==> src/rtl/core/owbm_pkg.sv <==
`timescale 1ns / 1ps

package owbm_pkg;

   // Width of every timing register and of the tick counter.
   localparam int TimerBits = 12;
   // Number of bus lines that the channel field may select.
   localparam int NumLines = 2;
   localparam int NumRegs = 8;
   localparam int CsrIndexBits = $clog2(NumRegs);

   // Command codes carried in the action field.
   localparam logic [1:0] ACT_TICK  = 2'd0;
   localparam logic [1:0] ACT_RESET = 2'd1;
   localparam logic [1:0] ACT_WRITE = 2'd2;
   localparam logic [1:0] ACT_READ  = 2'd3;

   // Register indexes on the configuration port.
   localparam int REG_RESET_LOW       = 0;
   localparam int REG_PRESENCE_SAMPLE = 1;
   localparam int REG_PRESENCE_WINDOW = 2;
   localparam int REG_SLOT            = 3;
   localparam int REG_WRITE_ONE_LOW   = 4;
   localparam int REG_READ_LOW        = 5;
   localparam int REG_READ_SAMPLE     = 6;
   localparam int REG_RECOVERY        = 7;

   typedef logic [TimerBits-1:0] timer_type;
   typedef timer_type reg_array_type [NumRegs];

   localparam reg_array_type RegDefaults = '{
      TimerBits'(600), TimerBits'(80), TimerBits'(600), TimerBits'(80),
      TimerBits'(2), TimerBits'(2), TimerBits'(10), TimerBits'(5)
   };

   typedef struct packed {
      logic       drive_low;
      logic       active_channel;
      logic       busy_res;
      logic       done_res;
      logic       presence;
      logic [7:0] read_data;
   } result_type;

   // A low time of zero still lasts one tick.
   function automatic timer_type at_least_one(input timer_type value);
      timer_type result;
      result = (value == '0) ? timer_type'(1) : value;
      return result;
   endfunction

endpackage

==> src/rtl/core/owbm_if.sv <==
`timescale 1ns / 1ps

interface owbm_req_if;
   logic       valid;
   logic       ready;
   logic [1:0] action;
   logic [7:0] write_byte;
   logic       channel;
   logic       line_level;

   modport source (output valid, action, write_byte, channel, line_level, input ready);
   modport sink (input valid, action, write_byte, channel, line_level, output ready);
endinterface

interface owbm_rsp_if;
   logic       valid;
   logic       ready;
   logic       drive_low;
   logic       active_channel;
   logic       busy_res;
   logic       done_res;
   logic       presence;
   logic [7:0] read_data;

   modport source (output valid, drive_low, active_channel, busy_res, done_res, presence,
                   read_data, input ready);
   modport sink (input valid, drive_low, active_channel, busy_res, done_res, presence,
                 read_data, output ready);
endinterface

interface owbm_csr_if;
   logic                              valid;
   logic                              ready;
   logic [owbm_pkg::CsrIndexBits-1:0] index;
   logic [owbm_pkg::TimerBits-1:0]    data;

   modport source (output valid, index, data, input ready);
   modport sink (input valid, index, data, output ready);
endinterface

==> src/rtl/core/owbm_csr.sv <==
`timescale 1ns / 1ps

module owbm_csr (
   input  logic                    clock,
   input  logic                    reset,
   owbm_csr_if.sink                csr_if,
   output owbm_pkg::reg_array_type regs
);

   owbm_pkg::reg_array_type regs_ff;

   assign csr_if.ready = 1'b1;
   assign regs = regs_ff;

   always_ff @(posedge clock) begin
      if (reset) begin
         regs_ff <= owbm_pkg::RegDefaults;
      end else if (csr_if.valid) begin
         regs_ff[csr_if.index] <= csr_if.data;
      end
   end

endmodule

==> src/rtl/core/owbm_core.sv <==
`timescale 1ns / 1ps

module owbm_core (
   input  logic                    clock,
   input  logic                    reset,
   input  logic                    accept,
   input  logic [1:0]              action,
   input  logic [7:0]              write_byte,
   input  logic                    channel,
   input  logic                    line_level,
   input  owbm_pkg::reg_array_type regs,
   output owbm_pkg::result_type    result
);

   localparam int TB = owbm_pkg::TimerBits;

   typedef enum logic [2:0] {
      PH_IDLE,
      PH_RST_LOW,
      PH_RST_REL,
      PH_SLOT_LOW,
      PH_SLOT_REL,
      PH_RECOVER
   } phase_type;

   phase_type           phase_ff, phase_in;
   logic [TB-1:0]       count_ff, count_in;
   logic [2:0]          bit_index_ff, bit_index_in;
   logic [7:0]          shift_byte_ff, shift_byte_in;
   logic [1:0]          op_kind_ff, op_kind_in;
   logic                presence_flag_ff, presence_flag_in;
   logic                channel_ff, channel_in;

   logic                start;
   phase_type           cur_phase;
   logic [TB-1:0]       cur_count;
   logic [TB:0]         count_inc;
   logic                cur_bit;
   logic                is_read;
   logic                end_of_slot;
   logic [TB:0]         lo_write_one, lo_read, lo_slot, slot_len;
   logic [TB:0]         rel_read_raw, rel_read, rel_write, sample_plus;
   logic [TB:0]         len_rst_rel, len_slot_low, len_slot_rel, cur_len;
   owbm_pkg::result_type result_c;

   assign start = accept && (phase_ff == PH_IDLE) && (action != owbm_pkg::ACT_TICK);
   assign result = result_c;

   // Slot and reset phase lengths, one bit wider than the registers.
   always_comb begin
      lo_write_one = {1'b0, owbm_pkg::at_least_one(regs[owbm_pkg::REG_WRITE_ONE_LOW])};
      lo_read      = {1'b0, owbm_pkg::at_least_one(regs[owbm_pkg::REG_READ_LOW])};
      lo_slot      = {1'b0, owbm_pkg::at_least_one(regs[owbm_pkg::REG_SLOT])};
      slot_len     = {1'b0, regs[owbm_pkg::REG_SLOT]};
      sample_plus  = {1'b0, regs[owbm_pkg::REG_PRESENCE_SAMPLE]} + 1'b1;
      len_rst_rel  = ({1'b0, regs[owbm_pkg::REG_PRESENCE_WINDOW]} > sample_plus) ?
                     {1'b0, regs[owbm_pkg::REG_PRESENCE_WINDOW]} : sample_plus;
      rel_read_raw = (slot_len > lo_read) ? (slot_len - lo_read) : '0;
      rel_read     = (rel_read_raw > ({1'b0, regs[owbm_pkg::REG_READ_SAMPLE]} + 1'b1)) ?
                     rel_read_raw : ({1'b0, regs[owbm_pkg::REG_READ_SAMPLE]} + 1'b1);
      rel_write    = (slot_len > lo_write_one) ? (slot_len - lo_write_one) : '0;
   end

   always_comb begin
      // Apply a command that starts on this tick before the tick itself is run.
      cur_phase        = phase_ff;
      cur_count        = count_ff;
      bit_index_in     = bit_index_ff;
      shift_byte_in    = shift_byte_ff;
      op_kind_in       = op_kind_ff;
      presence_flag_in = presence_flag_ff;
      channel_in       = channel_ff;
      if (start) begin
         cur_count    = '0;
         bit_index_in = '0;
         op_kind_in   = action;
         if (int'(channel) >= owbm_pkg::NumLines) begin
            channel_in = 1'(owbm_pkg::NumLines - 1);
         end else begin
            channel_in = channel;
         end
         if (action == owbm_pkg::ACT_RESET) begin
            presence_flag_in = 1'b0;
            shift_byte_in    = '0;
            cur_phase        = PH_RST_LOW;
         end else begin
            shift_byte_in = (action == owbm_pkg::ACT_WRITE) ? write_byte : 8'd0;
            cur_phase     = PH_SLOT_LOW;
         end
      end

      is_read = (op_kind_in == owbm_pkg::ACT_READ);

      if (cur_phase == PH_RST_REL && cur_count == regs[owbm_pkg::REG_PRESENCE_SAMPLE]) begin
         presence_flag_in = !line_level;
      end
      if (cur_phase == PH_SLOT_REL && is_read &&
          cur_count == regs[owbm_pkg::REG_READ_SAMPLE]) begin
         shift_byte_in[bit_index_in] = line_level;
      end

      cur_bit      = shift_byte_in[bit_index_in];
      len_slot_low = is_read ? lo_read : (cur_bit ? lo_write_one : lo_slot);
      len_slot_rel = is_read ? rel_read : (cur_bit ? rel_write : '0);

      unique case (cur_phase)
         PH_RST_LOW:  cur_len = {1'b0, owbm_pkg::at_least_one(regs[owbm_pkg::REG_RESET_LOW])};
         PH_RST_REL:  cur_len = len_rst_rel;
         PH_SLOT_LOW: cur_len = len_slot_low;
         PH_SLOT_REL: cur_len = len_slot_rel;
         PH_RECOVER:  cur_len = {1'b0, regs[owbm_pkg::REG_RECOVERY]};
         default:     cur_len = '0;
      endcase

      count_inc   = {1'b0, cur_count} + 1'b1;
      phase_in    = cur_phase;
      count_in    = count_inc[TB-1:0];
      end_of_slot = 1'b0;
      result_c    = '0;
      result_c.active_channel = channel_in;

      if (cur_phase != PH_IDLE) begin
         result_c.busy_res  = 1'b1;
         result_c.drive_low = (cur_phase == PH_RST_LOW) || (cur_phase == PH_SLOT_LOW);
         if (count_inc >= cur_len) begin
            // Phases of zero length are passed over within the same tick.
            count_in = '0;
            unique case (cur_phase)
               PH_RST_LOW: phase_in = PH_RST_REL;
               PH_RST_REL: phase_in = PH_IDLE;
               PH_SLOT_LOW: begin
                  if (len_slot_rel != '0) begin
                     phase_in = PH_SLOT_REL;
                  end else if (regs[owbm_pkg::REG_RECOVERY] != '0) begin
                     phase_in = PH_RECOVER;
                  end else begin
                     end_of_slot = 1'b1;
                  end
               end
               PH_SLOT_REL: begin
                  if (regs[owbm_pkg::REG_RECOVERY] != '0) begin
                     phase_in = PH_RECOVER;
                  end else begin
                     end_of_slot = 1'b1;
                  end
               end
               default: end_of_slot = 1'b1;
            endcase
            if (end_of_slot) begin
               if (bit_index_in == 3'd7) begin
                  phase_in = PH_IDLE;
               end else begin
                  bit_index_in = bit_index_in + 3'd1;
                  phase_in     = PH_SLOT_LOW;
               end
            end
            if (phase_in == PH_IDLE) begin
               result_c.done_res = 1'b1;
               if (op_kind_in == owbm_pkg::ACT_RESET) begin
                  result_c.presence = presence_flag_in;
               end
               if (is_read) begin
                  result_c.read_data = shift_byte_in;
               end
            end
         end
      end
   end

   always_ff @(posedge clock) begin
      if (reset) begin
         phase_ff         <= PH_IDLE;
         count_ff         <= '0;
         bit_index_ff     <= '0;
         shift_byte_ff    <= '0;
         op_kind_ff       <= '0;
         presence_flag_ff <= 1'b0;
         channel_ff       <= 1'b0;
      end else if (accept) begin
         phase_ff         <= phase_in;
         count_ff         <= count_in;
         bit_index_ff     <= bit_index_in;
         shift_byte_ff    <= shift_byte_in;
         op_kind_ff       <= op_kind_in;
         presence_flag_ff <= presence_flag_in;
         channel_ff       <= channel_in;
      end
   end

endmodule

==> src/rtl/core/onewire_bus_master_timing_unit.sv <==
`timescale 1ns / 1ps

// Channel   Dir  Payload
// req_if    in   action, write_byte, channel, line_level (one tick per transfer)
// rsp_if    out  drive_low, active_channel, busy_res, done_res, presence, read_data
// csr_if    in   index, data (timing register write, always ready)
//
// Every accepted tick yields one result, registered for the next cycle; one tick can
// be taken in every cycle while results drain. The phase sequencer sets the rate,
// stepping once per accepted tick. A new tick is taken while the result register is
// empty or drained in the same cycle, so a stalled result holds the request side.
// Reset is synchronous and restores the default timing and the idle phase.
module onewire_bus_master_timing_unit (
   input  logic       clock,
   input  logic       reset,
   owbm_req_if.sink   req_if,
   owbm_rsp_if.source rsp_if,
   owbm_csr_if.sink   csr_if
);

   owbm_pkg::reg_array_type regs;
   owbm_pkg::result_type    result;
   owbm_pkg::result_type    rsp_data_ff;
   logic                    rsp_valid_ff;
   logic                    req_ready;
   logic                    accept;

   assign req_ready    = !rsp_valid_ff || rsp_if.ready;
   assign req_if.ready = req_ready;
   assign accept       = req_if.valid && req_ready;

   owbm_csr u_csr (
      .clock  (clock),
      .reset  (reset),
      .csr_if (csr_if),
      .regs   (regs)
   );

   owbm_core u_core (
      .clock      (clock),
      .reset      (reset),
      .accept     (accept),
      .action     (req_if.action),
      .write_byte (req_if.write_byte),
      .channel    (req_if.channel),
      .line_level (req_if.line_level),
      .regs       (regs),
      .result     (result)
   );

   always_ff @(posedge clock) begin
      if (reset) begin
         rsp_valid_ff <= 1'b0;
      end else if (accept) begin
         rsp_valid_ff <= 1'b1;
      end else if (rsp_if.ready) begin
         rsp_valid_ff <= 1'b0;
      end
   end

   always_ff @(posedge clock) begin
      if (accept) begin
         rsp_data_ff <= result;
      end
   end

   assign rsp_if.valid          = rsp_valid_ff;
   assign rsp_if.drive_low      = rsp_data_ff.drive_low;
   assign rsp_if.active_channel = rsp_data_ff.active_channel;
   assign rsp_if.busy_res       = rsp_data_ff.busy_res;
   assign rsp_if.done_res       = rsp_data_ff.done_res;
   assign rsp_if.presence       = rsp_data_ff.presence;
   assign rsp_if.read_data      = rsp_data_ff.read_data;

endmodule

==> src/flat_wrapper.sv <==
// flat-port wrapper written by rule: the top's interface ports become plain ports
module onewire_bus_master_timing_unit_flat 
  (clock, reset, req_if_valid, req_if_action, req_if_write_byte, req_if_channel, req_if_line_level, req_if_ready, rsp_if_valid, rsp_if_drive_low, rsp_if_active_channel, rsp_if_busy_res, rsp_if_done_res, rsp_if_presence, rsp_if_read_data, rsp_if_ready, csr_if_valid, csr_if_index, csr_if_data, csr_if_ready);
  owbm_req_if req_if_i ();
  owbm_rsp_if rsp_if_i ();
  owbm_csr_if csr_if_i ();
  input  logic clock;
  input  logic reset;
  input wire logic [$bits(req_if_i.valid)-1:0] req_if_valid;
  input wire logic [$bits(req_if_i.action)-1:0] req_if_action;
  input wire logic [$bits(req_if_i.write_byte)-1:0] req_if_write_byte;
  input wire logic [$bits(req_if_i.channel)-1:0] req_if_channel;
  input wire logic [$bits(req_if_i.line_level)-1:0] req_if_line_level;
  output wire logic [$bits(req_if_i.ready)-1:0] req_if_ready;
  output wire logic [$bits(rsp_if_i.valid)-1:0] rsp_if_valid;
  output wire logic [$bits(rsp_if_i.drive_low)-1:0] rsp_if_drive_low;
  output wire logic [$bits(rsp_if_i.active_channel)-1:0] rsp_if_active_channel;
  output wire logic [$bits(rsp_if_i.busy_res)-1:0] rsp_if_busy_res;
  output wire logic [$bits(rsp_if_i.done_res)-1:0] rsp_if_done_res;
  output wire logic [$bits(rsp_if_i.presence)-1:0] rsp_if_presence;
  output wire logic [$bits(rsp_if_i.read_data)-1:0] rsp_if_read_data;
  input wire logic [$bits(rsp_if_i.ready)-1:0] rsp_if_ready;
  input wire logic [$bits(csr_if_i.valid)-1:0] csr_if_valid;
  input wire logic [$bits(csr_if_i.index)-1:0] csr_if_index;
  input wire logic [$bits(csr_if_i.data)-1:0] csr_if_data;
  output wire logic [$bits(csr_if_i.ready)-1:0] csr_if_ready;
  assign req_if_i.valid = req_if_valid;
  assign req_if_i.action = req_if_action;
  assign req_if_i.write_byte = req_if_write_byte;
  assign req_if_i.channel = req_if_channel;
  assign req_if_i.line_level = req_if_line_level;
  assign req_if_ready = req_if_i.ready;
  assign rsp_if_valid = rsp_if_i.valid;
  assign rsp_if_drive_low = rsp_if_i.drive_low;
  assign rsp_if_active_channel = rsp_if_i.active_channel;
  assign rsp_if_busy_res = rsp_if_i.busy_res;
  assign rsp_if_done_res = rsp_if_i.done_res;
  assign rsp_if_presence = rsp_if_i.presence;
  assign rsp_if_read_data = rsp_if_i.read_data;
  assign rsp_if_i.ready = rsp_if_ready;
  assign csr_if_i.valid = csr_if_valid;
  assign csr_if_i.index = csr_if_index;
  assign csr_if_i.data = csr_if_data;
  assign csr_if_ready = csr_if_i.ready;
  onewire_bus_master_timing_unit u_core (.clock(clock), .reset(reset), .req_if(req_if_i), .rsp_if(rsp_if_i), .csr_if(csr_if_i));
endmodule
==> config.mk <==
export PLATFORM = sky130hd
export DESIGN_NAME = onewire_bus_master_timing_unit_flat
export DESIGN_NICKNAME = d
export VERILOG_FILES = /design/src/rtl/core/owbm_pkg.sv /design/src/rtl/core/owbm_if.sv /design/src/rtl/core/owbm_csr.sv /design/src/rtl/core/owbm_core.sv /design/src/rtl/core/onewire_bus_master_timing_unit.sv /design/src/flat_wrapper.sv
export SDC_FILE = /design/constraint.sdc
export NUM_CORES = 1
export LEC_CHECK = 0
export ABC_CLOCK_PERIOD_IN_PS = 16129
export BUFFER_PORTS_ARGS = -buffer_cell sky130_fd_sc_hd__buf_4
export CAP_MARGIN = 15
export CELL_PAD_IN_SITES_DETAIL_PLACEMENT = 1
export CELL_PAD_IN_SITES_GLOBAL_PLACEMENT = 1
export CORE_ASPECT_RATIO = 1.1
export CORE_MARGIN = 4
export CORE_UTILIZATION = 50
export DETAILED_ROUTE_END_ITERATION = 8
export GPL_TIMING_DRIVEN = 1
export HOLD_SLACK_MARGIN = 0.03
export PLACE_DENSITY = 0.95
export SETUP_SLACK_MARGIN = 0.5
export SYNTH_ARGS = -nofsm -noshare
export SYNTH_HDL_FRONTEND = slang
export SYNTH_SLANG_ARGS = --single-unit
==> constraint.sdc <==
create_clock -name clock -period 16.13 [get_ports clock]
set_input_delay 3.226 -clock clock [delete_from_list [all_inputs] [get_ports clock]]
set_output_delay 3.226 -clock clock [all_outputs]
set_load 0.01 [all_outputs]
Yosys cells after proc, flatten, opt, wreduce, memory -nomap -nowiden
Cells that the tools add are included.
{"block": "totals", "ff_bits": 140}
{"block": "op_classes", "eq_ne": 12, "reduce_logical": 27, "add_sub_neg": 6, "n_bitwise": 1, "n_mux": 61, "n_lt_le_gt_ge": 9}
{"operator": "12-bit 2-to-1 mux", "count": 10}
{"operator": "96-bit bitwise mux", "count": 1}
{"operator": "13-bit 2-to-1 mux", "count": 6}
{"operator": "13-bit one-hot mux with 5 select lines", "count": 1}
{"operator": "12-bit logical NOT", "count": 4}
{"operator": "8-bit 2-to-1 mux", "count": 5}
{"operator": "12-bit by 1-bit adder with 13-bit output, second input constant", "count": 3}
{"operator": "3-bit 2-to-1 mux", "count": 13}
{"operator": "12-bit demux with 3-bit select", "count": 1}
{"operator": "12-bit by 12-bit subtractor with 13-bit output", "count": 2}
{"operator": "12-bit equality test", "count": 2}
{"operator": "12-bit > comparator", "count": 2}
{"operator": "10-bit 2-to-1 mux", "count": 2}
{"operator": "13-bit greater-or-equal comparator", "count": 1}
{"operator": "12-bit by 13-bit > comparator with 1-bit output", "count": 1}
{"operator": "13-bit > comparator", "count": 1}
{"operator": "1-bit 2-to-1 mux", "count": 13}
{"operator": "13-bit nonzero test", "count": 1}
{"operator": "3-bit one-hot mux with 4 select lines", "count": 1}
{"operator": "12-bit nonzero test", "count": 1}
{"operator": "11-bit 2-to-1 mux", "count": 1}
{"operator": "3-bit equality test, second input constant", "count": 3}
{"operator": "8-bit bitwise mux", "count": 1}
{"operator": "1-bit logical AND", "count": 8}
{"operator": "22 further kinds", "count": 32}

Logic depth before layout (Yosys ltp)
Gate-level depths: netlist (run 1).
{"block": "depth", "ltp_word": 28, "mapped_depth": 36, "mapped_depth_nobuf": 34}

Modules after synthesis
A second synthesis (run 1) with hierarchy kept.
{"block": "unflattened", "cells_unflattened": 1314, "area_unflattened_um2": 10731.5}
{"mod": "owbm_core", "cells_each": 945, "n_inst": 1, "area_each_um2": 6470.0, "seq_area_each_um2": 600.6}
{"mod": "owbm_csr", "cells_each": 351, "n_inst": 1, "area_each_um2": 3816.2, "seq_area_each_um2": 1921.8}
{"mod": "onewire_bus_master_timing_unit", "cells_each": 18, "n_inst": 1, "area_each_um2": 445.4, "seq_area_each_um2": 410.4}

Worst setup path after synthesis (run 1)
OpenSTA, ideal clock, no wires.
{"block": "synth_path", "kind": "input to register", "from": "input req_if_action[1]", "to": "register u_core.rsp_data_ff (netlist bit u_core.rsp_if.read_data[1]) (data pin)", "setup_slack_ps": 7587, "t_arrival_ps": 8272, "path_stages": 29, "n_path_buf": 5, "setup_time_ps": 271, "path_cell_list": "buf_6 or2_1 buf_2 and4_4 buf_6 o32a_1 nor3b_2 nand3_2 o31a_1 o21a_1 o31ai_4 clkbuf_1 nor2_1 a21oi_1 o21ai_0 a221oi_1 ha_1 nor2b_1 o21a_1 o21a_1 o21ai_0 a21oi_1 o31a_1 o21ai_0 nand2b_1 a41oi_1 or4b_1 buf_4 nor3_2"}
{"block": "synth_via", "elab_chain_len": 23, "elab_cells_between_ends": 54, "cone_classes": "add/sub: 1; order compare: 3; eq/ne: 10; mux: 30; reduce/logical: 10"}
{"element": "start, declared", "line_no": "flat_wrapper.sv:10", "source": "input wire logic [$bits(req_if_i.action)-1:0] req_if_action;"}
{"element": "2-bit nonzero test", "line_no": "owbm_core.sv:46", "source": "assign start = accept && (phase_ff == PH_IDLE) && (action != owbm_pkg::ACT_TICK);"}
{"element": "1-bit logical AND", "line_no": "owbm_core.sv:46"}
{"element": "3-bit 2-to-1 mux", "line_no": "owbm_core.sv:73", "source": "if (start) begin"}
{"element": "3-bit by 4-bit < comparator with 1-bit output (not written as such) / 3-bit by 1-bit greater-or-equal comparator with 1-bit output (equally long branches)", "line_no": "owbm_core.sv:99", "source": "shift_byte_in[bit_index_in] = line_level;"}
{"element": "1-bit logical AND (not written as such)", "line_no": "owbm_core.sv:99"}
{"element": "1-bit 2-to-1 mux (not written as such)", "line_no": "owbm_core.sv:99"}
{"element": "1-bit demux with 3-bit select", "line_no": "owbm_core.sv:99"}
{"element": "8-bit bitwise mux", "line_no": "owbm_core.sv:99"}
{"element": "(+7 left out)"}
{"element": "1-bit one-hot mux with 3 select lines", "line_no": "owbm_core.sv:128", "source": "unique case (cur_phase)"}
{"element": "1-bit 2-to-1 mux", "line_no": "owbm_core.sv:125", "source": "if (count_inc >= cur_len) begin"}
{"element": "1-bit 2-to-1 mux", "line_no": "owbm_core.sv:122", "source": "if (cur_phase != PH_IDLE) begin"}
{"element": "3-bit 2-to-1 mux", "line_no": "owbm_core.sv:149", "source": "if (end_of_slot) begin"}
{"element": "3-bit 2-to-1 mux", "line_no": "owbm_core.sv:125"}
{"element": "3-bit 2-to-1 mux", "line_no": "owbm_core.sv:122"}
{"element": "3-bit logical NOT", "line_no": "owbm_core.sv:157", "source": "if (phase_in == PH_IDLE) begin"}
{"element": "4-bit AND reduction (no source line)"}
{"element": "end signal, assigned", "line_no": "onewire_bus_master_timing_unit.sv:63", "source": "rsp_data_ff <= result;"}
{"element": "end, declared", "line_no": "onewire_bus_master_timing_unit.sv:23", "source": "owbm_pkg::result_type rsp_data_ff;"}
Several ways; a longest one is shown, not always the timed one. The select of a mux whose other input is x is not followed.
A chain may end at the register's enable or synchronous reset.

Worst setup path in the final report (run 1)
{"block": "layout_path", "from": "input rsp_if_ready", "to": "register u_core.rsp_data_ff (netlist bit u_core.rsp_if.read_data[0]) (data pin)"}
{"block": "layout_via", "elab_chain_len": 25, "elab_cells_between_ends": 51, "cone_classes": "add/sub: 1; order compare: 3; eq/ne: 8; mux: 27; reduce/logical: 12"}
{"element": "start, declared", "line_no": "flat_wrapper.sv:22", "source": "input wire logic [$bits(rsp_if_i.ready)-1:0] rsp_if_ready;"}
{"element": "1-bit logical OR *", "line_no": "onewire_bus_master_timing_unit.sv:28", "source": "assign req_ready = !rsp_valid_ff || rsp_if.ready;"}
{"element": "1-bit logical AND *", "line_no": "onewire_bus_master_timing_unit.sv:30", "source": "assign accept = req_if.valid && req_ready;"}
{"element": "1-bit logical AND * (2 in series)", "line_no": "owbm_core.sv:46"}
{"element": "3-bit 2-to-1 mux", "line_no": "owbm_core.sv:73"}
{"element": "3-bit by 4-bit < comparator with 1-bit output (not written as such) / 3-bit by 1-bit greater-or-equal comparator with 1-bit output (equally long branches)", "line_no": "owbm_core.sv:99"}
{"element": "1-bit logical AND (not written as such)", "line_no": "owbm_core.sv:99"}
{"element": "1-bit 2-to-1 mux (not written as such)", "line_no": "owbm_core.sv:99"}
{"element": "1-bit demux with 3-bit select", "line_no": "owbm_core.sv:99"}
{"element": "(+8 left out)"}
{"element": "1-bit one-hot mux with 3 select lines", "line_no": "owbm_core.sv:128"}
{"element": "1-bit 2-to-1 mux", "line_no": "owbm_core.sv:125"}
{"element": "1-bit 2-to-1 mux", "line_no": "owbm_core.sv:122"}
{"element": "3-bit 2-to-1 mux", "line_no": "owbm_core.sv:149"}
{"element": "3-bit 2-to-1 mux", "line_no": "owbm_core.sv:125"}
{"element": "3-bit 2-to-1 mux", "line_no": "owbm_core.sv:122"}
{"element": "3-bit logical NOT", "line_no": "owbm_core.sv:157"}
{"element": "4-bit AND reduction (no source line)"}
Every way passes the cells marked *; elsewhere a longest branch is shown, timed or not. The select of a mux whose other input is x is not followed.

==> results of run 1 <==
-- layout make-up --
type	instances	area, um2
fillers	2608	9190
inverters	55	206
clock inverters	12	136
well taps	256	320
clock buffers	20	458
flip-flops and latches	140	2930
repair buffers	59	440
multi-input cells	1144	6900
-- worst max-delay path, delay by kind of cell --
kind | cells | cell delay (ns)
buf+inv | 2 | 0.33
fa+ha+maj | 1 | 0.30
compound gates | 15 | 4.01
simple gates | 7 | 1.84
-- where the power goes --
group,internal (W),switching [W]
sequential,0.000363,0.0000171
combinational,0.0000978,0.000187
clock,0.000238,0.000170
-- layout by cell type (no fill, tap or decap), types with 13 or more instances in the layout --
cell type	Yosys	routed
a21o_1	14	14
dfxtp_1	127	127
nand4_1	21	21
nor2_1	105	105
nand2_1	280	280
nand3b_1	19	19
nor2b_1	17	17
o21a_1	16	16
nor3_1	23	23
ha_1	66	66
and3_1	16	16
a21oi_1	170	169
xnor2_1	29	29
xor2_1	20	20
nand3_1	51	51
nor4_1	17	17
clkbuf_16	0	18
inv_1	54	54
a31oi_1	18	18
buf_4	3	58
edfxtp_1	13	13
o21ai_0	64	64
a22oi_1	15	15
-- sequential cells by signal, summed over array words and instances, names as in the netlist --
name                            flops
u_core.u_csr.regs                  96
u_core.u_core.count_ff             12
u_core.rsp_if.read_data             8
u_core.u_core.shift_byte_ff         8
u_core.u_core.bit_index_ff          3
u_core.u_core.phase_ff              3
u_core.u_core.op_kind_ff            2
u_core.rsp_if.active_channel        1
u_core.rsp_if.busy_res              1
u_core.rsp_if.done_res              1
u_core.rsp_if.drive_low             1
u_core.rsp_if.presence              1
u_core.rsp_if.valid                 1
u_core.u_core.channel_ff            1
u_core.u_core.presence_flag_ff      1
-- final timing paths --
kind / startpoint / endpoint / slack [ns] / cells past startpoint
max reg2reg: u_core.u_csr.regs[29]$_SDFFE_PP0P_ / u_core.rsp_if.read_data[0]$_SDFFCE_PN0P_ / 7.61 / 29
min reg2reg: u_core.u_core.shift_byte_ff[7]$_SDFFE_PP0P_ / u_core.u_core.shift_byte_ff[7]$_SDFFE_PP0P_ / 0.47 / 2
max: rsp_if_ready / u_core.rsp_if.read_data[0]$_SDFFCE_PN0P_ / 6.58 / 25
min: u_core.u_core.shift_byte_ff[7]$_SDFFE_PP0P_ / u_core.u_core.shift_byte_ff[7]$_SDFFE_PP0P_ / 0.47 / 2
-- through the flow --
step | setup slack (ns) | cells | cell area, um2 | hold WS (ns) | util [%]
floorplan | 7.59 | 1447 | 10500 | 0.436 | -
global placement | 6.54 | 1653 | 10800 | 0.442 | 52.4
detailed placement | 6.40 | 1653 | 10800 | 0.448 | 52.4
CTS | 6.76 | 1685 | 11400 | 0.469 | 55.3
global route | 6.21 | 1686 | 11400 | 0.488 | 55.4
finish | 6.58 | 1686 | 11400 | 0.472 | 55.4
-- layer usage --
layer	vias to the layer above	part of all wire (%)
met5	-	0.020
met4	2	5.5
met3	186	7.5
met2	551	48
met1	5462	39
li1	5102	-
-- kinds of logic (layout without fill, tap and decap cells) --
| group | Yosys count | after routing |
|---|---|---|
| other cells | 1 | 1 |
| buf+inv | 163 | 146 |
| xor+xnor | 49 | 49 |
| flops | 140 | 140 |
| fa+ha+maj | 68 | 68 |
| simple gates | 613 | 613 |
| compound gates | 400 | 400 |
| mux | 13 | 13 |
-- Yosys cell counts (4+ instances only) --
library cell	count
nand2_1	280
a21oi_1	170
dfxtp_1	127
nor2_1	105
clkbuf_1	77
ha_1	66
o21ai_0	64
inv_1	54
nand3_1	51
xnor2_1	29
nor3_1	23
nand4_1	21
xor2_1	20
nand3b_1	19
a31oi_1	18
nor2b_1	17
nor4_1	17
and3_1	16
o21a_1	16
a22oi_1	15
a21o_1	14
edfxtp_1	13
a221oi_1	11
and2_1	11
o22ai_1	11
buf_2	10
a211oi_1	8
buf_1	8
clkbuf_2	8
mux2i_1	8
nand2b_1	8
a41oi_1	7
o32ai_1	7
or3_1	7
nor4bb_1	6
a41o_1	5
nor3b_1	5
o211ai_1	5
o31ai_1	5
or2_2	5
mux2_2	4
nor3_2	4
o31a_1	4
==> results.ini, run 1 <==
[status]
outcome=complete, no violations

[floorplan]
ios=48
die-area_um2=23300
die_w_um=146
core-area_um2=20600
die_h_um=160
row_count=55
start_util_pct=50.9

[yosys]
netlist_top_cells_area=dfxtp_1 24%, nand2_1 10%, a21oi_1 8.1%
ys_ff_latch=140
avgSynthCellArea_um2=7.24
synth-compound-area-share_pct=24.1
yosys.area_share.simple_pct=27.9
postSynth.asyncResetShare_pct=0
muxShareOfSynthArea_pct=1.30
netlist_instances=1447
synth_fa_ha_area_share_pct=8.26
synthXorXnorAreaFrac_pct=4.10
ys.flop_type=dfxtp_1
synth_top_area_share_pct=24.3
synth_top_family_by_area=simple AND/OR/NAND/NOR gates
synth.distinct_cells=86
synth-edff-count=13
syn_area_um2=10500
seq_area_frac_synth_pct=28.0
syn-num-nets=1547
yosysTopAreaCell=dfxtp_1
yosys_warnings=0

[place]
portBuffers=46
globalplace.congestion=0.938
detailed_place_hpwl_mm=27.4

[timing]
maxSlewViolCount=0
worstMarginPinSlew_ns=1.18
fmax_mhz=105
finalCritPeriodShare_pct=59.2
rsz0062_at_grt=false
setup_viol=0
tns_ns=0
fin_crit_ns=9.55
skew_ns=0.0115
hold_violations=0
relSlewSlack_pct=21.2

[grt]
grt_max_degree=116
top_usage_layer=met2
grt_use_total_pct=33.7
use_met3_pct=6.02
grtUsageMet2_pct=57.4
antenna_found_initial=1
grt_pass1_wl_mm=63.5
grt_remaining_overflow=0
met1_usage_pct=40.8
grt_pass1_vias=11600

[setup_path]
endpoint_kind=register
max_stage_delay_ns=0.94
start_kind=primary input
crit_fanout=28
required_ns=16.30
arrival_ns=9.72
crit_top_cell=o21a_1
slowest_stage=o31ai_4
crit_type=primary input to register

[route]
wirelength_mm=39.9
viasPerCell=6.70
postRouteAntennaNets=0
routedWlPerCell_um=23.7
drtIter0Drc=1129
drc=0
first_pass_iters=6
vias=11300

[clock_tree]
cts.sinks=140
htree_levels=4
cts_tree=built
postCtsHoldBufs=0
cts_resized=0
numCtsBuffers=17
cts_setup_buffers=0
cts_max_path_buffers=2
cts_root_buffer=clkbuf_16
path_clk_slew_ns=0.07
clock_latency_ns=0.44

[final_layout]
drive_above_1_share_pct=8.46
area_growth_pct=8.70
insertedDiodeCount=0
layout.nets=1517

[min_path]
hold_class=register to register

[job]
cap_violations=0

[power]
power_density_nw_per_um2=94.2
total_power_w=0.00107
peakVddDrop_uv=79.0
p_leak_nw=4.18

No activity file was read; power rests on OpenSTA's default activity.
==> run 2, diff against run 1 <==
--- a/config.mk
+++ b/config.mk
@@ -5,18 +5,18 @@
 export SDC_FILE = /design/constraint.sdc
 export NUM_CORES = 1
 export LEC_CHECK = 0
-export ABC_CLOCK_PERIOD_IN_PS = 16129
+export ABC_CLOCK_PERIOD_IN_PS = 8500
 export BUFFER_PORTS_ARGS = -buffer_cell sky130_fd_sc_hd__buf_4
 export CAP_MARGIN = 15
 export CELL_PAD_IN_SITES_DETAIL_PLACEMENT = 1
 export CELL_PAD_IN_SITES_GLOBAL_PLACEMENT = 1
 export CORE_ASPECT_RATIO = 1.1
 export CORE_MARGIN = 4
-export CORE_UTILIZATION = 50
+export CORE_UTILIZATION = 42
 export DETAILED_ROUTE_END_ITERATION = 8
 export GPL_TIMING_DRIVEN = 1
 export HOLD_SLACK_MARGIN = 0.03
-export PLACE_DENSITY = 0.95
+export PLACE_DENSITY = 0.88
 export SETUP_SLACK_MARGIN = 0.5
 export SYNTH_ARGS = -nofsm -noshare
 export SYNTH_HDL_FRONTEND = slang
==> constraint.sdc (replaced) <==
create_clock -name clock -period 8.5 [get_ports clock]
set_input_delay 1.7 -clock clock [delete_from_list [all_inputs] [get_ports clock]]
set_output_delay 1.7 -clock clock [all_outputs]
set_load 0.01 [all_outputs]
==> run 2 against run 1 <==
Utilization is 8.5 points lower. Combinational power increased by 90%. Setup slack worse by 5.5 ns. Sequential power grew 90%. Non-clock buffer count is 5 higher. Total power grew 88%. Clock skew hardly changed. Count of clock-buffer cells in the layout down 2. Critical endpoint is now u_core.u_core.bit_index_ff[0]$_SDFFE_PP0P_. Largest cell class unchanged.
==> results.ini, run 2 (synthesized netlist as in run 1, its figures left out) <==
[grt]
antenna_found_initial=0  ; -1
grt_pass1_vias=11200  ; -3.5%
grt_pass1_wl_mm=60.7  ; -4.4%
grt_remaining_overflow=0  ; unchanged
grt_max_degree=109  ; -6.0%
grt_use_total_pct=27.4  ; -6.2 points

[power]
p_comb_share_pct=26.8  ; +0.3 points
swShare_pct=34.5  ; -0.40 points
p_leak_nw=4.20  ; +0.59%
power_frac_clock_pct=37.5  ; -0.5 points
peakVddDrop_uv=182  ; +130%
p_seq_share_pct=35.7  ; +0.3 points
p_switching_w=0.000695  ; +86%
internal_power_w=0.00132  ; +89%
power_density_nw_per_um2=175  ; +86%

[setup_path]
slowest_stage=o31ai_4
endpoint_kind=register
required_ns=8.81  ; -7.49 ns
crit_buf_inv=3  ; +1
max_stage_delay_ns=0.42  ; -0.52 ns
arrival_ns=7.76  ; -1.96 ns
crit_type=primary input to register
crit_fanout=33  ; +18%
critPathTopFamily=compound AO/OA/AOI/OAI gates
start_kind=primary input

[timing]
maxSlewViolCount=0  ; unchanged
setup_viol=0  ; unchanged
relSlewSlack_pct=27.2  ; +6.0 points
fin_crit_ns=7.45
finalCritPeriodShare_pct=87.6
fmax_mhz=134
skew_ns=0.0116  ; +0.0000751 ns
tns_ns=0  ; unchanged
rsz0062_at_grt=false
worstMarginPinSlew_ns=1.09  ; -0.0899 ns
hold_violations=0  ; unchanged

[final_layout]
drive_above_1_share_pct=8.92  ; +0.46 points
final_common_cell=nand2_1
layout.nets=1522  ; +0.33%
area_growth_pct=9.77
final_cell_mix=280 x nand2_1, 169 x a21oi_1, 127 x dfxtp_1, 105 x nor2_1, 66 x ha_1
largest_register_ffs=96  ; unchanged
fill_cells=3040  ; +17%
post-route-util_pct=46.9  ; -8.5 points
insertedDiodeCount=0  ; unchanged

[floorplan]
die-area_um2=27500  ; +18%
die_h_um=174  ; +8.7%
die_w_um=159  ; +8.6%
core-area_um2=24500  ; +19%
start_util_pct=42.7  ; -8.2 points
ios=48  ; unchanged
row_count=60  ; +9.1%

[status]
outcome=complete, no violations

[route]
postRouteAntennaNets=0  ; unchanged
wl_met2_mm=18.4  ; -4.1%
viasPerCell=6.32  ; -5.8%
drc=0  ; unchanged
wirelength_mm=38.3  ; -4.0%
first_pass_iters=5  ; -1
wl_met1_mm=16.0  ; +3.0%
dr_wl_met3_mm=2.19  ; -27%
vias=11000  ; -2.5%
drtIter0Drc=1147  ; +1.6%
routedWlPerCell_um=21.9  ; -7.3%
route.top_layer_used=met4

[clock_tree]
cts.sinks=140  ; unchanged
numCtsBuffers=17  ; unchanged
cts_setup_buffers=0  ; unchanged
path_clk_slew_ns=0.07  ; about the same
cts_max_path_buffers=2  ; unchanged
cts_resized=0  ; unchanged
cts_tree=built
postCtsHoldBufs=0  ; unchanged
htree_levels=4  ; unchanged
clock_latency_ns=0.43  ; about the same
cts_root_buffer=clkbuf_16

[place]
globalplace.congestion=0.910  ; -3.0%
detailed_place_hpwl_mm=27.8  ; +1.3%
portBuffers=46  ; unchanged

[min_path]
hold_class=register to register

[job]
cap_violations=0  ; unchanged

==> run 2: cell types whose count changed in the layout (fill, tap and decap cells not counted), sizes merged <==
cell	change
buf	+6
clkbuf	-3
clkinv	-2
inv	+4
==> run 2: area by class of cell <==
type / count / area (um2) / share of cell area [%]
Tap cell: 310 / 388 / 3.37
Inverter: 55 / 206 / 1.79
Sequential cell: 140 / 2930 / 25.5
Multi-Input combinational cell: 1144 / 6910 / 60.1
Timing Repair Buffer: 64 / 480 / 4.18
Clock inverter: 14 / 158 / 1.37
Clock buffer: 18 / 429 / 3.73
==> run 2: power groups by stage <==
stage / combinational, W / sequential (W) / clock (W)
after floorplan: 0.000372 / 0.000719 / 0
after global placement: 0.000500 / 0.000732 / 0
after detailed placement: 0.000519 / 0.000734 / 0
after CTS: 0.000525 / 0.000719 / 0.000764
after global routing: 0.000586 / 0.000722 / 0.000791
final: 0.000541 / 0.000721 / 0.000756
==> run 2: path summary, 6_finish.rpt <==
kind | start | endpoint | slack (ns) | cells after the start
worst min-delay path | u_core.u_core.shift_byte_ff[6]$_SDFFE_PP0P_ | u_core.u_core.shift_byte_ff[6]$_SDFFE_PP0P_ | 0.46 | 2
worst min register to register | u_core.u_core.shift_byte_ff[6]$_SDFFE_PP0P_ | u_core.u_core.shift_byte_ff[6]$_SDFFE_PP0P_ | 0.46 | 2
worst max register to register | u_core.u_csr.regs[28]$_SDFFE_PP0P_ | u_core.u_core.bit_index_ff[0]$_SDFFE_PP0P_ | 1.06 | 34
worst max-delay path | req_if_action[1] | u_core.u_core.bit_index_ff[0]$_SDFFE_PP0P_ | 1.05 | 28
==> run 2: per-stage QoR <==
| step | cells | worst slack [ns] | power (W) | instance area, um2 | hold WS (ns) |
|---|---|---|---|---|---|
| detailed placement | 1713 | 0.509 | 0.00125 | 10900 | 0.455 |
| global route | 1745 | 0.549 | 0.00210 | 11500 | 0.483 |
| global placement | 1713 | 0.768 | 0.00123 | 10900 | 0.445 |
| finish | 1745 | 1.05 | 0.00202 | 11500 | 0.464 |
| CTS | 1745 | 0.765 | 0.00201 | 11500 | 0.463 |
| floorplan | 1447 | 1.42 | 0.00109 | 10500 | 0.436 |
==> run 2: metal layers <==
layer,track usage (%),up-vias
li1,-,5112
met1,35.2,5398
met2,45.8,393
met3,3.90,117
met4,11.4,0
met5,0,-
==> run 2: worst reg2reg max path: cells and delay by family, from the launching register on <==
family / cells / cell delay (ns)
compound gates: 19 / 3.71
simple gates: 6 / 1.03
fa+ha+maj: 4 / 1.15
xor+xnor: 1 / 0.24
buf+inv: 3 / 0.53
flops: 1 / 0.33
mux: 1 / 0.32
